File: src/sv/prse_pkg.sv
// ----------------------------------------------------------------------------
// prse_pkg
// Types and constants shared by the pixel run span extractor.
// ----------------------------------------------------------------------------
`default_nettype none

package prse_pkg;

  localparam int unsigned COLOR_W    = 32;
  localparam int unsigned POS_W      = 12;  // span_row, span_start
  localparam int unsigned LEN_W      = 13;  // span_length
  localparam int unsigned SIZE_W     = 13;  // image_width, image_height
  localparam int unsigned CFG_ADDR_W = 3;
  localparam int unsigned CFG_DATA_W = 32;

  // result queue
  localparam int unsigned FIFO_DEPTH = 4;
  localparam int unsigned FIFO_PTR_W = 2;
  localparam int unsigned FIFO_CNT_W = 3;

  typedef enum logic [CFG_ADDR_W-1:0] {
    REG_IMAGE_WIDTH       = 3'd0,
    REG_IMAGE_HEIGHT      = 3'd1,
    REG_TRANSPARENT_COLOR = 3'd2,
    REG_USE_BITMAP        = 3'd3,
    REG_SPLIT_ON_COLOR    = 3'd4
  } cfg_reg_t;

  typedef struct packed {
    logic [COLOR_W-1:0] pixel_color;
    logic               select_bit;
  } pixel_t;

  typedef struct packed {
    logic [POS_W-1:0]   span_row;
    logic [POS_W-1:0]   span_start;
    logic [LEN_W-1:0]   span_length;
    logic [COLOR_W-1:0] span_color;
    logic               last_of_item;
  } span_t;

endpackage

`default_nettype wire

File: src/sv/pixel_run_span_extractor_core.sv
// ----------------------------------------------------------------------------
// pixel_run_span_extractor_core
// Merges a raster pixel stream into horizontal spans of selected pixels.
// ----------------------------------------------------------------------------
// Usage:
//   in_*  : one pixel per beat (color + select bit) in traversal order.
//   out_* : spans as row, start column, length and first color. One pixel
//           yields zero, one or two spans; last_of_item marks the final span
//           of a pixel. Spans come out in order through a 4-deep queue.
//   cfg_* : write-only registers, written while the block is idle.
// Timing:
//   A pixel is evaluated in the cycle it is accepted; its spans sit in the
//   output queue the next cycle. One pixel per cycle is taken while the queue
//   holds at most two spans, so the sustained rate is one pixel per cycle as
//   long as spans average at most one per cycle and out_stall stays low;
//   output is limited to one span per cycle by the single queue read port.
// Reset:
//   rst_n low clears counters, the open span, the queue and the registers
//   (width 1, height 1, transparent color 0, both modes off). in_stall is
//   high during reset. A stalled out_data holds; the input stalls once the
//   queue has fewer than two free entries.
// ----------------------------------------------------------------------------
`default_nettype none

module pixel_run_span_extractor_core #(
  parameter int unsigned MAX_WIDTH  = 4096,
  parameter int unsigned MAX_HEIGHT = 4096
) (
  input  wire logic                                clk,
  input  wire logic                                rst_n,
  input  wire logic                                in_valid,
  output      logic                                in_stall,
  input  wire prse_pkg::pixel_t                    in_data,
  output      logic                                out_valid,
  input  wire logic                                out_stall,
  output      prse_pkg::span_t                     out_data,
  input  wire logic                                cfg_we,
  input  wire logic [prse_pkg::CFG_ADDR_W-1:0]     cfg_addr,
  input  wire logic [prse_pkg::CFG_DATA_W-1:0]     cfg_wdata
);

  localparam int unsigned SW  = prse_pkg::SIZE_W;
  localparam int unsigned CW  = (MAX_WIDTH  > 1) ? $clog2(MAX_WIDTH)  : 1;
  localparam int unsigned RW  = (MAX_HEIGHT > 1) ? $clog2(MAX_HEIGHT) : 1;
  localparam int unsigned WCW = ((CW > SW) ? CW : SW) + 1;
  localparam int unsigned WRW = ((RW > SW) ? RW : SW) + 1;
  localparam int unsigned LW  = ((CW + 1) > prse_pkg::LEN_W) ? (CW + 1) : prse_pkg::LEN_W;
  localparam int unsigned PW  = (CW > prse_pkg::POS_W) ? CW : prse_pkg::POS_W;
  localparam int unsigned PRW = (RW > prse_pkg::POS_W) ? RW : prse_pkg::POS_W;

  // configuration
  logic [SW-1:0]                    cfg_width_r;
  logic [SW-1:0]                    cfg_height_r;
  logic [prse_pkg::COLOR_W-1:0]     cfg_tcolor_r;
  logic                             cfg_bitmap_r;
  logic                             cfg_split_r;

  // scan state
  logic [CW-1:0]                    col_r, col_nxt;
  logic [RW-1:0]                    row_r, row_nxt;
  logic                             open_r, open_nxt;
  logic [CW-1:0]                    open_start_r, open_start_nxt;
  logic [prse_pkg::COLOR_W-1:0]     open_color_r, open_color_nxt;

  // output queue
  prse_pkg::span_t                  fifo_r [prse_pkg::FIFO_DEPTH];
  logic [prse_pkg::FIFO_PTR_W-1:0]  wptr_r, rptr_r;
  logic [prse_pkg::FIFO_CNT_W-1:0]  count_r, count_nxt;

  logic                             in_accept, out_pop;
  logic [WCW-1:0]                   w_ext, w_eff, w_m1;
  logic [WRW-1:0]                   h_ext, h_eff, h_m1;
  logic                             selected, close0, keep_open, open_b, row_end, close1;
  logic [CW-1:0]                    start_a;
  logic [prse_pkg::COLOR_W-1:0]     color_a;
  logic [LW-1:0]                    len0_ext, len1_ext;
  logic [PW-1:0]                    start0_ext, start1_ext;
  logic [PRW-1:0]                   row_ext;
  prse_pkg::span_t                  span0, span1, push_a, push_b;
  logic [1:0]                       push_n;

  assign in_stall  = !rst_n || (count_r > prse_pkg::FIFO_CNT_W'(prse_pkg::FIFO_DEPTH - 2));
  assign in_accept = in_valid && !in_stall;
  assign out_valid = (count_r != '0);
  assign out_pop   = out_valid && !out_stall;
  assign out_data  = fifo_r[rptr_r];

  // effective frame size: zero acts as one, oversize clamps to the maximum
  always_comb begin
    w_ext = WCW'(cfg_width_r);
    if (w_ext == '0) begin
      w_eff = WCW'(1);
    end else if (w_ext > WCW'(MAX_WIDTH)) begin
      w_eff = WCW'(MAX_WIDTH);
    end else begin
      w_eff = w_ext;
    end
    w_m1 = w_eff - WCW'(1);

    h_ext = WRW'(cfg_height_r);
    if (h_ext == '0) begin
      h_eff = WRW'(1);
    end else if (h_ext > WRW'(MAX_HEIGHT)) begin
      h_eff = WRW'(MAX_HEIGHT);
    end else begin
      h_eff = h_ext;
    end
    h_m1 = h_eff - WRW'(1);
  end

  // span decision for the pixel on the input port
  always_comb begin
    selected = cfg_bitmap_r ? in_data.select_bit : (in_data.pixel_color != cfg_tcolor_r);
    close0   = open_r && (!selected ||
                          (cfg_split_r && (in_data.pixel_color != open_color_r)));
    keep_open = open_r && !close0;
    start_a   = keep_open ? open_start_r : col_r;
    color_a   = keep_open ? open_color_r : in_data.pixel_color;
    open_b    = keep_open || selected;
    row_end   = (WCW'(col_r) >= w_m1);
    close1    = row_end && open_b;

    len0_ext   = LW'(col_r) - LW'(open_start_r);
    len1_ext   = LW'(col_r) + LW'(1) - LW'(start_a);
    start0_ext = PW'(open_start_r);
    start1_ext = PW'(start_a);
    row_ext    = PRW'(row_r);

    span0.span_row     = row_ext[prse_pkg::POS_W-1:0];
    span0.span_start   = start0_ext[prse_pkg::POS_W-1:0];
    span0.span_length  = len0_ext[prse_pkg::LEN_W-1:0];
    span0.span_color   = open_color_r;
    span0.last_of_item = !close1;

    span1.span_row     = row_ext[prse_pkg::POS_W-1:0];
    span1.span_start   = start1_ext[prse_pkg::POS_W-1:0];
    span1.span_length  = len1_ext[prse_pkg::LEN_W-1:0];
    span1.span_color   = color_a;
    span1.last_of_item = 1'b1;

    push_a = close0 ? span0 : span1;
    push_b = span1;
    push_n = in_accept ? ({1'b0, close0} + {1'b0, close1}) : 2'd0;

    open_nxt       = open_b && !row_end;
    open_start_nxt = start_a;
    open_color_nxt = color_a;
    if (row_end) begin
      col_nxt = '0;
      row_nxt = (WRW'(row_r) >= h_m1) ? '0 : row_r + RW'(1);
    end else begin
      col_nxt = col_r + CW'(1);
      row_nxt = row_r;
    end

    count_nxt = count_r + prse_pkg::FIFO_CNT_W'(push_n)
              - prse_pkg::FIFO_CNT_W'(out_pop);
  end

  always_ff @(posedge clk) begin
    if (!rst_n) begin
      cfg_width_r  <= SW'(1);
      cfg_height_r <= SW'(1);
      cfg_tcolor_r <= '0;
      cfg_bitmap_r <= 1'b0;
      cfg_split_r  <= 1'b0;
    end else if (cfg_we) begin
      case (prse_pkg::cfg_reg_t'(cfg_addr))
        prse_pkg::REG_IMAGE_WIDTH:       cfg_width_r  <= cfg_wdata[SW-1:0];
        prse_pkg::REG_IMAGE_HEIGHT:      cfg_height_r <= cfg_wdata[SW-1:0];
        prse_pkg::REG_TRANSPARENT_COLOR: cfg_tcolor_r <= cfg_wdata[prse_pkg::COLOR_W-1:0];
        prse_pkg::REG_USE_BITMAP:        cfg_bitmap_r <= cfg_wdata[0];
        prse_pkg::REG_SPLIT_ON_COLOR:    cfg_split_r  <= cfg_wdata[0];
        default: ;
      endcase
    end
  end

  always_ff @(posedge clk) begin
    if (!rst_n) begin
      col_r        <= '0;
      row_r        <= '0;
      open_r       <= 1'b0;
      open_start_r <= '0;
      open_color_r <= '0;
    end else if (in_accept) begin
      col_r        <= col_nxt;
      row_r        <= row_nxt;
      open_r       <= open_nxt;
      open_start_r <= open_start_nxt;
      open_color_r <= open_color_nxt;
    end
  end

  always_ff @(posedge clk) begin
    if (!rst_n) begin
      wptr_r  <= '0;
      rptr_r  <= '0;
      count_r <= '0;
    end else begin
      wptr_r  <= wptr_r + prse_pkg::FIFO_PTR_W'(push_n);
      rptr_r  <= rptr_r + prse_pkg::FIFO_PTR_W'(out_pop);
      count_r <= count_nxt;
    end
  end

  // queue payload, no reset
  always_ff @(posedge clk) begin
    if (push_n != 2'd0) begin
      fifo_r[wptr_r] <= push_a;
    end
    if (push_n == 2'd2) begin
      fifo_r[wptr_r + prse_pkg::FIFO_PTR_W'(1)] <= push_b;
    end
  end

endmodule

`default_nettype wire

File: config.mk
export PLATFORM = sky130hd
export DESIGN_NAME = pixel_run_span_extractor_core
export DESIGN_NICKNAME = d
export VERILOG_FILES = /design/src/sv/prse_pkg.sv /design/src/sv/pixel_run_span_extractor_core.sv
export SDC_FILE = /design/constraint.sdc
export NUM_CORES = 1
export LEC_CHECK = 0
export BUFFER_PORTS_ARGS = -buffer_cell sky130_fd_sc_hd__buf_4
export CORE_MARGIN = 1.5
export CORE_UTILIZATION = 37
export CTS_BUF_LIST = sky130_fd_sc_hd__clkbuf_4
export CTS_CLUSTER_DIAMETER = 50
export DETAILED_ROUTE_END_ITERATION = 10
export PLACE_DENSITY = 0.61
export SLEW_MARGIN = 20
export SYNTH_ARGS = -nofsm -noshare
export SYNTH_HDL_FRONTEND = slang
export SYNTH_SLANG_ARGS = --single-unit
File: constraint.sdc
create_clock -name clk -period 8.85 [get_ports clk]
set_input_delay 1.3275 -clock clk [delete_from_list [all_inputs] [get_ports clk]]
set_output_delay 1.3275 -clock clk [all_outputs]
set_load 0.01 [all_outputs]
==> results.txt, run 1 <==
Status: completed
Crit. End Element: flop
Syn Nets: 1,992
Setup violators final: 0
Post-route setup TNS: 0 ns
Area of the multi-input gates: 9310 sq um
Crit path time final: 7.04 ns
Fin crit share: 79.5%
Core Area: 56,400 sq um
Crit-path max FO: 25
Clock Pin Slew Worst Setup and Hold Paths: 0.07 ns
Syn. warnings: 0
CTS tree: done
IO buf count: 144
Layout cells sized above 1: 22.0%
Startpoint Class: flop
Clock skew: 0.0519 ns
Worst Hold Class: reg -> reg
Layout Nets: 2,125
Number of synthesized flops with an enable pin: 276
Pwr dens: 207 nW/um^2
Die Y: 242 microns
Synth Register Bits: 416
Dpl cells: 2,627
Post-synth ARST share: 0%
Critical path type: reg -> reg
TritonRoute pass-1 iters: 5
Post-route design area: 24,300 sq um
Num ports: 145
Pwr Total: 0.00504 W
Drt total wl: 62,600 microns
Vias in the first global route: 15,600
RSZ-0062 raised after global routing: false
Sequential share of the synthesized area: 52.5%
Maximum vdd drop: 95.3 uV
Post-DP Area: 22,800 sq um
Post-CTS setup buffers: 0
Sequential Area: 11,100 sq um
Max Cap Viol: 0
Clk sinks: 416
Syn Area/Cell: 11.5 sq um
GRT overflow: 0
Clock Latency Late Sink: 0.85 ns
Synth cell types: 69
Fin cells: 2,825
Die ar.: 58,600 sq um
Via count: 15,900
Syn-to-layout area delta: 15.1%
Final Wtd Congestion: 0.852
Post_cts resized: 0
Synth top area share: 39.2%
Gr usage total: 21.0%
Placed wire-length estimate: 40,500 microns
Largest net degree at the start of global routing: 79
Detail Route Antenna Nets: 0
Crit path required time: 9.40 ns
TritonCTS Buffers: 105
Hold Violations, Final: 0
Post-Syn Instances: 1,846
Global-route wire length before repair: 94,100 microns
H-tree depth: 3
Hold Buf Count CTS: 0
Leakage power: 8.54 nW
Filler cells: 5,396
Via density: 5.64
Slew margin rel.: 28.7%
Synthesized area: 21,100 sq um
Die X: 242 microns
Yosys top cell by area: edfxtp_1
Least-Margin Pin Slew: 1.07 ns
Initial Utilization: 37.5%
Max Fclk: 142 MHz
DRT iter0 DRCs: 1,332
Pins Over Slew Limit: 0
CTS Buffer Depth: 3
Root Driver: clkbuf_4
Initial antenna violation count: 2
Synth Flop Type: edfxtp_1
Top post-synthesis cells by area: edfxtp_1 (39%), dfxtp_1 (13%), mux4_2 (7.5%)
Rows: 87
# DRC: 0
Post-DR wirelength/cell: 22.2 microns
Crit path arrival time: 7.59 ns
through the flow:
stage | worst slack (ns) | hold slack (ns) | utilization [%]
4_1_cts | 1.78 | 0.470 | 43.1
6_report | 1.81 | 0.470 | 43.1
2_1_floorplan | 2.51 | 0.438 | -
3_3_place_gp | 1.89 | 0.450 | 40.5
5_1_grt | 1.29 | 0.487 | 43.1
3_5_place_dp | 1.84 | 0.460 | 40.5
cell usage in the layout (no fill, tap or decap), types with 27 or more instances in the layout:
master,n
edfxtp_1,276
nand2_1,245
a22o_1,176
buf_4,174
clkbuf_4,166
dfxtp_1,138
nor2_1,89
xnor2_1,87
a21oi_1,83
mux4_2,70
ha_1,70
o21ai_0,62
o22ai_1,55
inv_1,43
and2_1,27
critical path: stages (launching register included):
cell and delay, ns:
dfxtp_1 0.38, nor4_1 0.41, nand3_1 0.16, nor2_1 0.15, nand2_1 0.09, a21o_1 0.22
ha_1 0.33, nand2b_1 0.14, or4_1 0.11, a32oi_1 0.12, ha_1 0.21, or4_1 0.47
a2111oi_0 0.32, o21ai_0 0.31, nand2_1 0.26, nor2_1 0.10, ha_1 0.37, o21ai_0 0.42
or2_2 0.40, and2_1 0.53, clkinv_2 0.59, buf_4 0.45, and2_1 0.21
Yosys cell counts (57+ instances only):
cell,instances
xnor2_1,87
edfxtp_1,276
o21ai_0,62
mux4_2,70
dfxtp_1,140
clkbuf_1,107
a22o_1,176
nand2_1,245
a21oi_1,83
o22ai_1,57
ha_1,70
nor2_1,89
area by class of cell:
type                            count  share of cell area, %
Antenna cell                        2                 0.0206
Clock buffer                      166                   5.12
Clock inverter                     29                  0.808
Inverter                           48                  0.761
Multi-Input combinational cell   1233                   38.3
Sequential cell                   416                   45.6
Tap cell                          756                   3.89
Timing Repair Buffer              175                   5.48
flip-flops by register name (all words and copies together) (netlist names):
signal        flops
cfg_bitmap_r      1
cfg_height_r     13
cfg_split_r       1
cfg_tcolor_r     32
cfg_width_r      13
col_r            12
count_r           3
fifo_r          280
open_color_r     32
open_r            1
open_start_r     12
row_ext          12
rptr_r            2
wptr_r            2
where the power goes:
group / switching, W / internal [W]
Clock: 0.000797 / 0.000936
Sequential: 0.000113 / 0.00213
Combinational: 0.000546 / 0.000512
Total: 0.00146 / 0.00358
per-layer routing:
layer | vias to the layer above | track usage (%) | wire (microns)
li1 | 7264 | - | -
met1 | 7873 | 28.3 | 26900
met2 | 669 | 33.5 | 29600
met3 | 115 | 3.32 | 4460
met4 | 0 | 8.71 | 1640
met5 | - | 0 | 0
logic make-up (layout without fill, tap and decap cells):
logic type                 after synthesis  in the layout  synth area share [%]
AOI/OAI and AO/OA                      465            465                  15.8
xor gates and xnor gates               107            107                  4.43
adders and majority gates               73             73                  4.43
buffers and inverters                  197            418                  3.72
DFF                                    416            416                  52.5
muxes                                   90             90                  8.44
other                                    0              2                     0
and+or+nand+nor                        498            498                  10.7
worst paths after layout:
check,depth (start not counted),startpoint,endpoint,slack [ns]
setup / recovery,22,cfg_width_r[4],fifo_r[1][62],1.81
hold / removal,2,cfg_tcolor_r[21],cfg_tcolor_r[21],0.47
setup reg to reg,22,cfg_width_r[4],fifo_r[1][62],1.81
hold reg to reg,2,cfg_tcolor_r[21],cfg_tcolor_r[21],0.47
No activity file was read; power rests on OpenSTA's default activity.
==> run 2, diff against run 1 <==
- clock period: 8.85 -> 6.9 ns (I/O delays scaled with it)
==> results.txt, run 2 (synthesis results as in run 1) <==
Status: completed
Cells on worst reg2reg path: 21 (-4.5%)
Pwr dens: 260 nW/um^2 (+26%)
Initial Utilization: 37.5% (unchanged)
TritonCTS Buffers: 102 (-2.9%)
PnR worst setup slack: 0.763 ns (-1.05 ns)
H-tree depth: 3 (unchanged)
Vias in the first global route: 15,700 (+0.72%)
Maximum vdd drop: 145 uV (+52%)
Crit path required time: 7.45 ns (-1.95 ns)
Clock Latency Late Sink: 0.84 ns (about the same)
Worst reg2reg startpoint: cfg_width_r[3]
R2R Setup Slk: 0.76 ns (-1.05 ns)
Hold Violations, Final: 0 (unchanged)
Via density: 5.56 (-1.3%)
Met3 Usage GRT: 3.54% (+0.22 points)
TritonRoute pass-1 iters: 5 (unchanged)
Clock skew: 0.0572 ns (+0.00524 ns)
Commonest non-fill, non-tap cell in the layout: edfxtp_1
Clk sinks: 416 (unchanged)
Largest net degree at the start of global routing: 79 (unchanged)
Pins Over Slew Limit: 0 (unchanged)
Core Area: 56,400 sq um (unchanged)
Hold EP: cfg_tcolor_r[28]
Max Cap Viol: 0 (unchanged)
Hold Crit Start: cfg_wdata[28]
CP max stage delay: 0.54 ns (-0.05 ns)
GRT overflow: 0 (unchanged)
CTS Buffer Depth: 3 (unchanged)
Post-route design area: 24,500 sq um (+0.54%)
Worst Hold Class: in -> reg
Crit. End Element: flop
Met1 GRT Util: 26.8% (-1.6 points)
Max Fclk: 163 MHz (+15%)
Detail Route Antenna Nets: 0 (unchanged)
Least-Margin Pin Slew: 1.01 ns (-0.0585 ns)
Root Driver: clkbuf_4
CTS tree: done
Startpoint Class: flop
Hold Buf Count CTS: 0 (unchanged)
Final Wtd Congestion: 0.843 (-0.99%)
Layout Nets: 2,131 (+0.28%)
Cell mode on critical path: ha_1
Global-route wire length before repair: 92,600 microns (-1.6%)
Post-route setup TNS: 0 ns (unchanged)
Num ports: 145 (unchanged)
Post-DR wirelength/cell: 21.7 microns (-2.2%)
Layout cells sized above 1: 22.1% (+0.11 points)
Die ar.: 58,600 sq um (unchanged)
IO buf count: 144 (unchanged)
Drt total wl: 61,300 microns (-2.1%)
Leakage power: 8.56 nW (+0.15%)
Slowest-stage cell, CP: clkinv_2
Initial antenna violation count: 1 (-1)
Die X: 242 microns (unchanged)
Critical R2R Capture: fifo_r[1][57]
Crit path time final: 6.14 ns (-0.902 ns)
Crit path arrival time: 6.68 ns (-0.91 ns)
Clock Pin Slew Worst Setup and Hold Paths: 0.08 ns (about the same)
Via count: 15,700 (-1.3%)
Crit-path max FO: 23 (-8.0%)
GRT Max-Usage Layer: met2
Rows: 87 (unchanged)
DRT iter0 DRCs: 1,326 (-0.45%)
Cell family with most CP delay: simple AND/OR/NAND/NOR gates
Worst Hold Depth: 3 (+1)
RSZ-0062 raised after global routing: false
Slew margin rel.: 32.5% (+3.8 points)
Worst path buffer plus inverter count: 2 (unchanged)
Fin crit share: 88.9% (+9.4 points)
Worst-path cell chain: nor4_1, nand3_1, nor2_1, nand2_1, a21o_1, ha_1, nand2b_1, or4_1, a32oi_1, ha_1, or4_1, a2111oi_0, o21ai_0, nand2_1, nor2_1, ha_1, o21ai_0, or2_2, and2_1, clkinv_2, buf_12
Placed wire-length estimate: 40,400 microns (-0.29%)
Post-DP Area: 23,100 sq um (+0.90%)
Post-CTS setup buffers: 0 (unchanged)
Dpl ws: 0.866 ns (-0.974 ns)
Largest Register: fifo_r
Setup violators final: 0 (unchanged)
Most frequent cells in the layout: edfxtp_1 (276), nand2_1 (245), a22o_1 (176), buf_4 (172), clkbuf_4 (159)
Syn-to-layout area delta: 15.7%
Gr usage total: 20.6% (-0.35 points)
Max FFs per register: 280 (unchanged)
Largest regs: fifo_r (280), cfg_tcolor_r (32), open_color_r (32)
Die Y: 242 microns (unchanged)
Critical path type: reg -> reg
Post_cts resized: 0 (unchanged)
M2 GR Usage: 33.9% (+0.34 points)
Hold slack: 0.434 ns (-0.0365 ns)
Pwr Total: 0.00636 W (+26%)
# DRC: 0 (unchanged)
[run 2: cell count changes in the layout (fill, tap and decap cells not counted), moves of 2 or more]
cell / previous run / this run
buf_12: 0 / 11
clkbuf_4: 166 / 159
buf_4: 174 / 172
clkinv_2: 8 / 6
inv_2: 1 / 3
[run 2: through the flow]
| stage | utilization [%] | instances |
|---|---|---|
| after floorplan | - | 1846 |
| after global placement | 40.9 | 2636 |
| after detailed placement | 40.9 | 2636 |
| after CTS | 43.3 | 2825 |
| after global routing | 43.4 | 2827 |
| final | 43.4 | 2827 |
[run 2: worst max-delay path by stage]
stage	slack [ns]	end	startpoint	cells past startpoint
floorplan	0.56	fifo_r[1][10]	cfg_width_r[3]	22
global placement	0.95	fifo_r[1][36]	cfg_width_r[3]	21
detailed placement	0.87	fifo_r[1][40]	cfg_width_r[4]	21
CTS	0.81	fifo_r[1][34]	cfg_width_r[3]	21
global route	0.07	fifo_r[2][47]	cfg_width_r[4]	21
finish	0.76	fifo_r[1][57]	cfg_width_r[3]	21
[run 2: layout make-up]
cell class / count / area, sq um
antenna: 1 / 2.50
timing repair buffer: 184 / 1540
clock inverter: 30 / 175
clock buffer: 159 / 1190
sequential: 416 / 11100
fill: 5356 / 31900
tap: 756 / 946
inverter: 48 / 185
multi-input combinational: 1233 / 9310
[run 2: power breakdown]
group | leakage (nW) | internal, W | switching (W) | total [W]
Sequential | 3.80 | 0.00274 | 0.000140 | 0.00288
Clock | 0.811 | 0.00112 | 0.000996 | 0.00212
Combinational | 3.95 | 0.000663 | 0.000704 | 0.00137
[run 2: routing by layer]
layer / routed length, microns / vias up / part of all wire, %
li1: - / 7289 / -
met1: 25600 / 7687 / 42
met2: 29400 / 635 / 48
met3: 4490 / 108 / 7.3
met4: 1870 / 0 / 3.0
met5: 0 / - / 0
[run 2: tightest hold or removal path, delay by kind of cell]
| kind | cells | cell delay, ns |
|---|---|---|
| buf+inv | 1 | 0.11 |
| simple gates | 1 | 0.05 |
| compound gates | 1 | 0.05 |
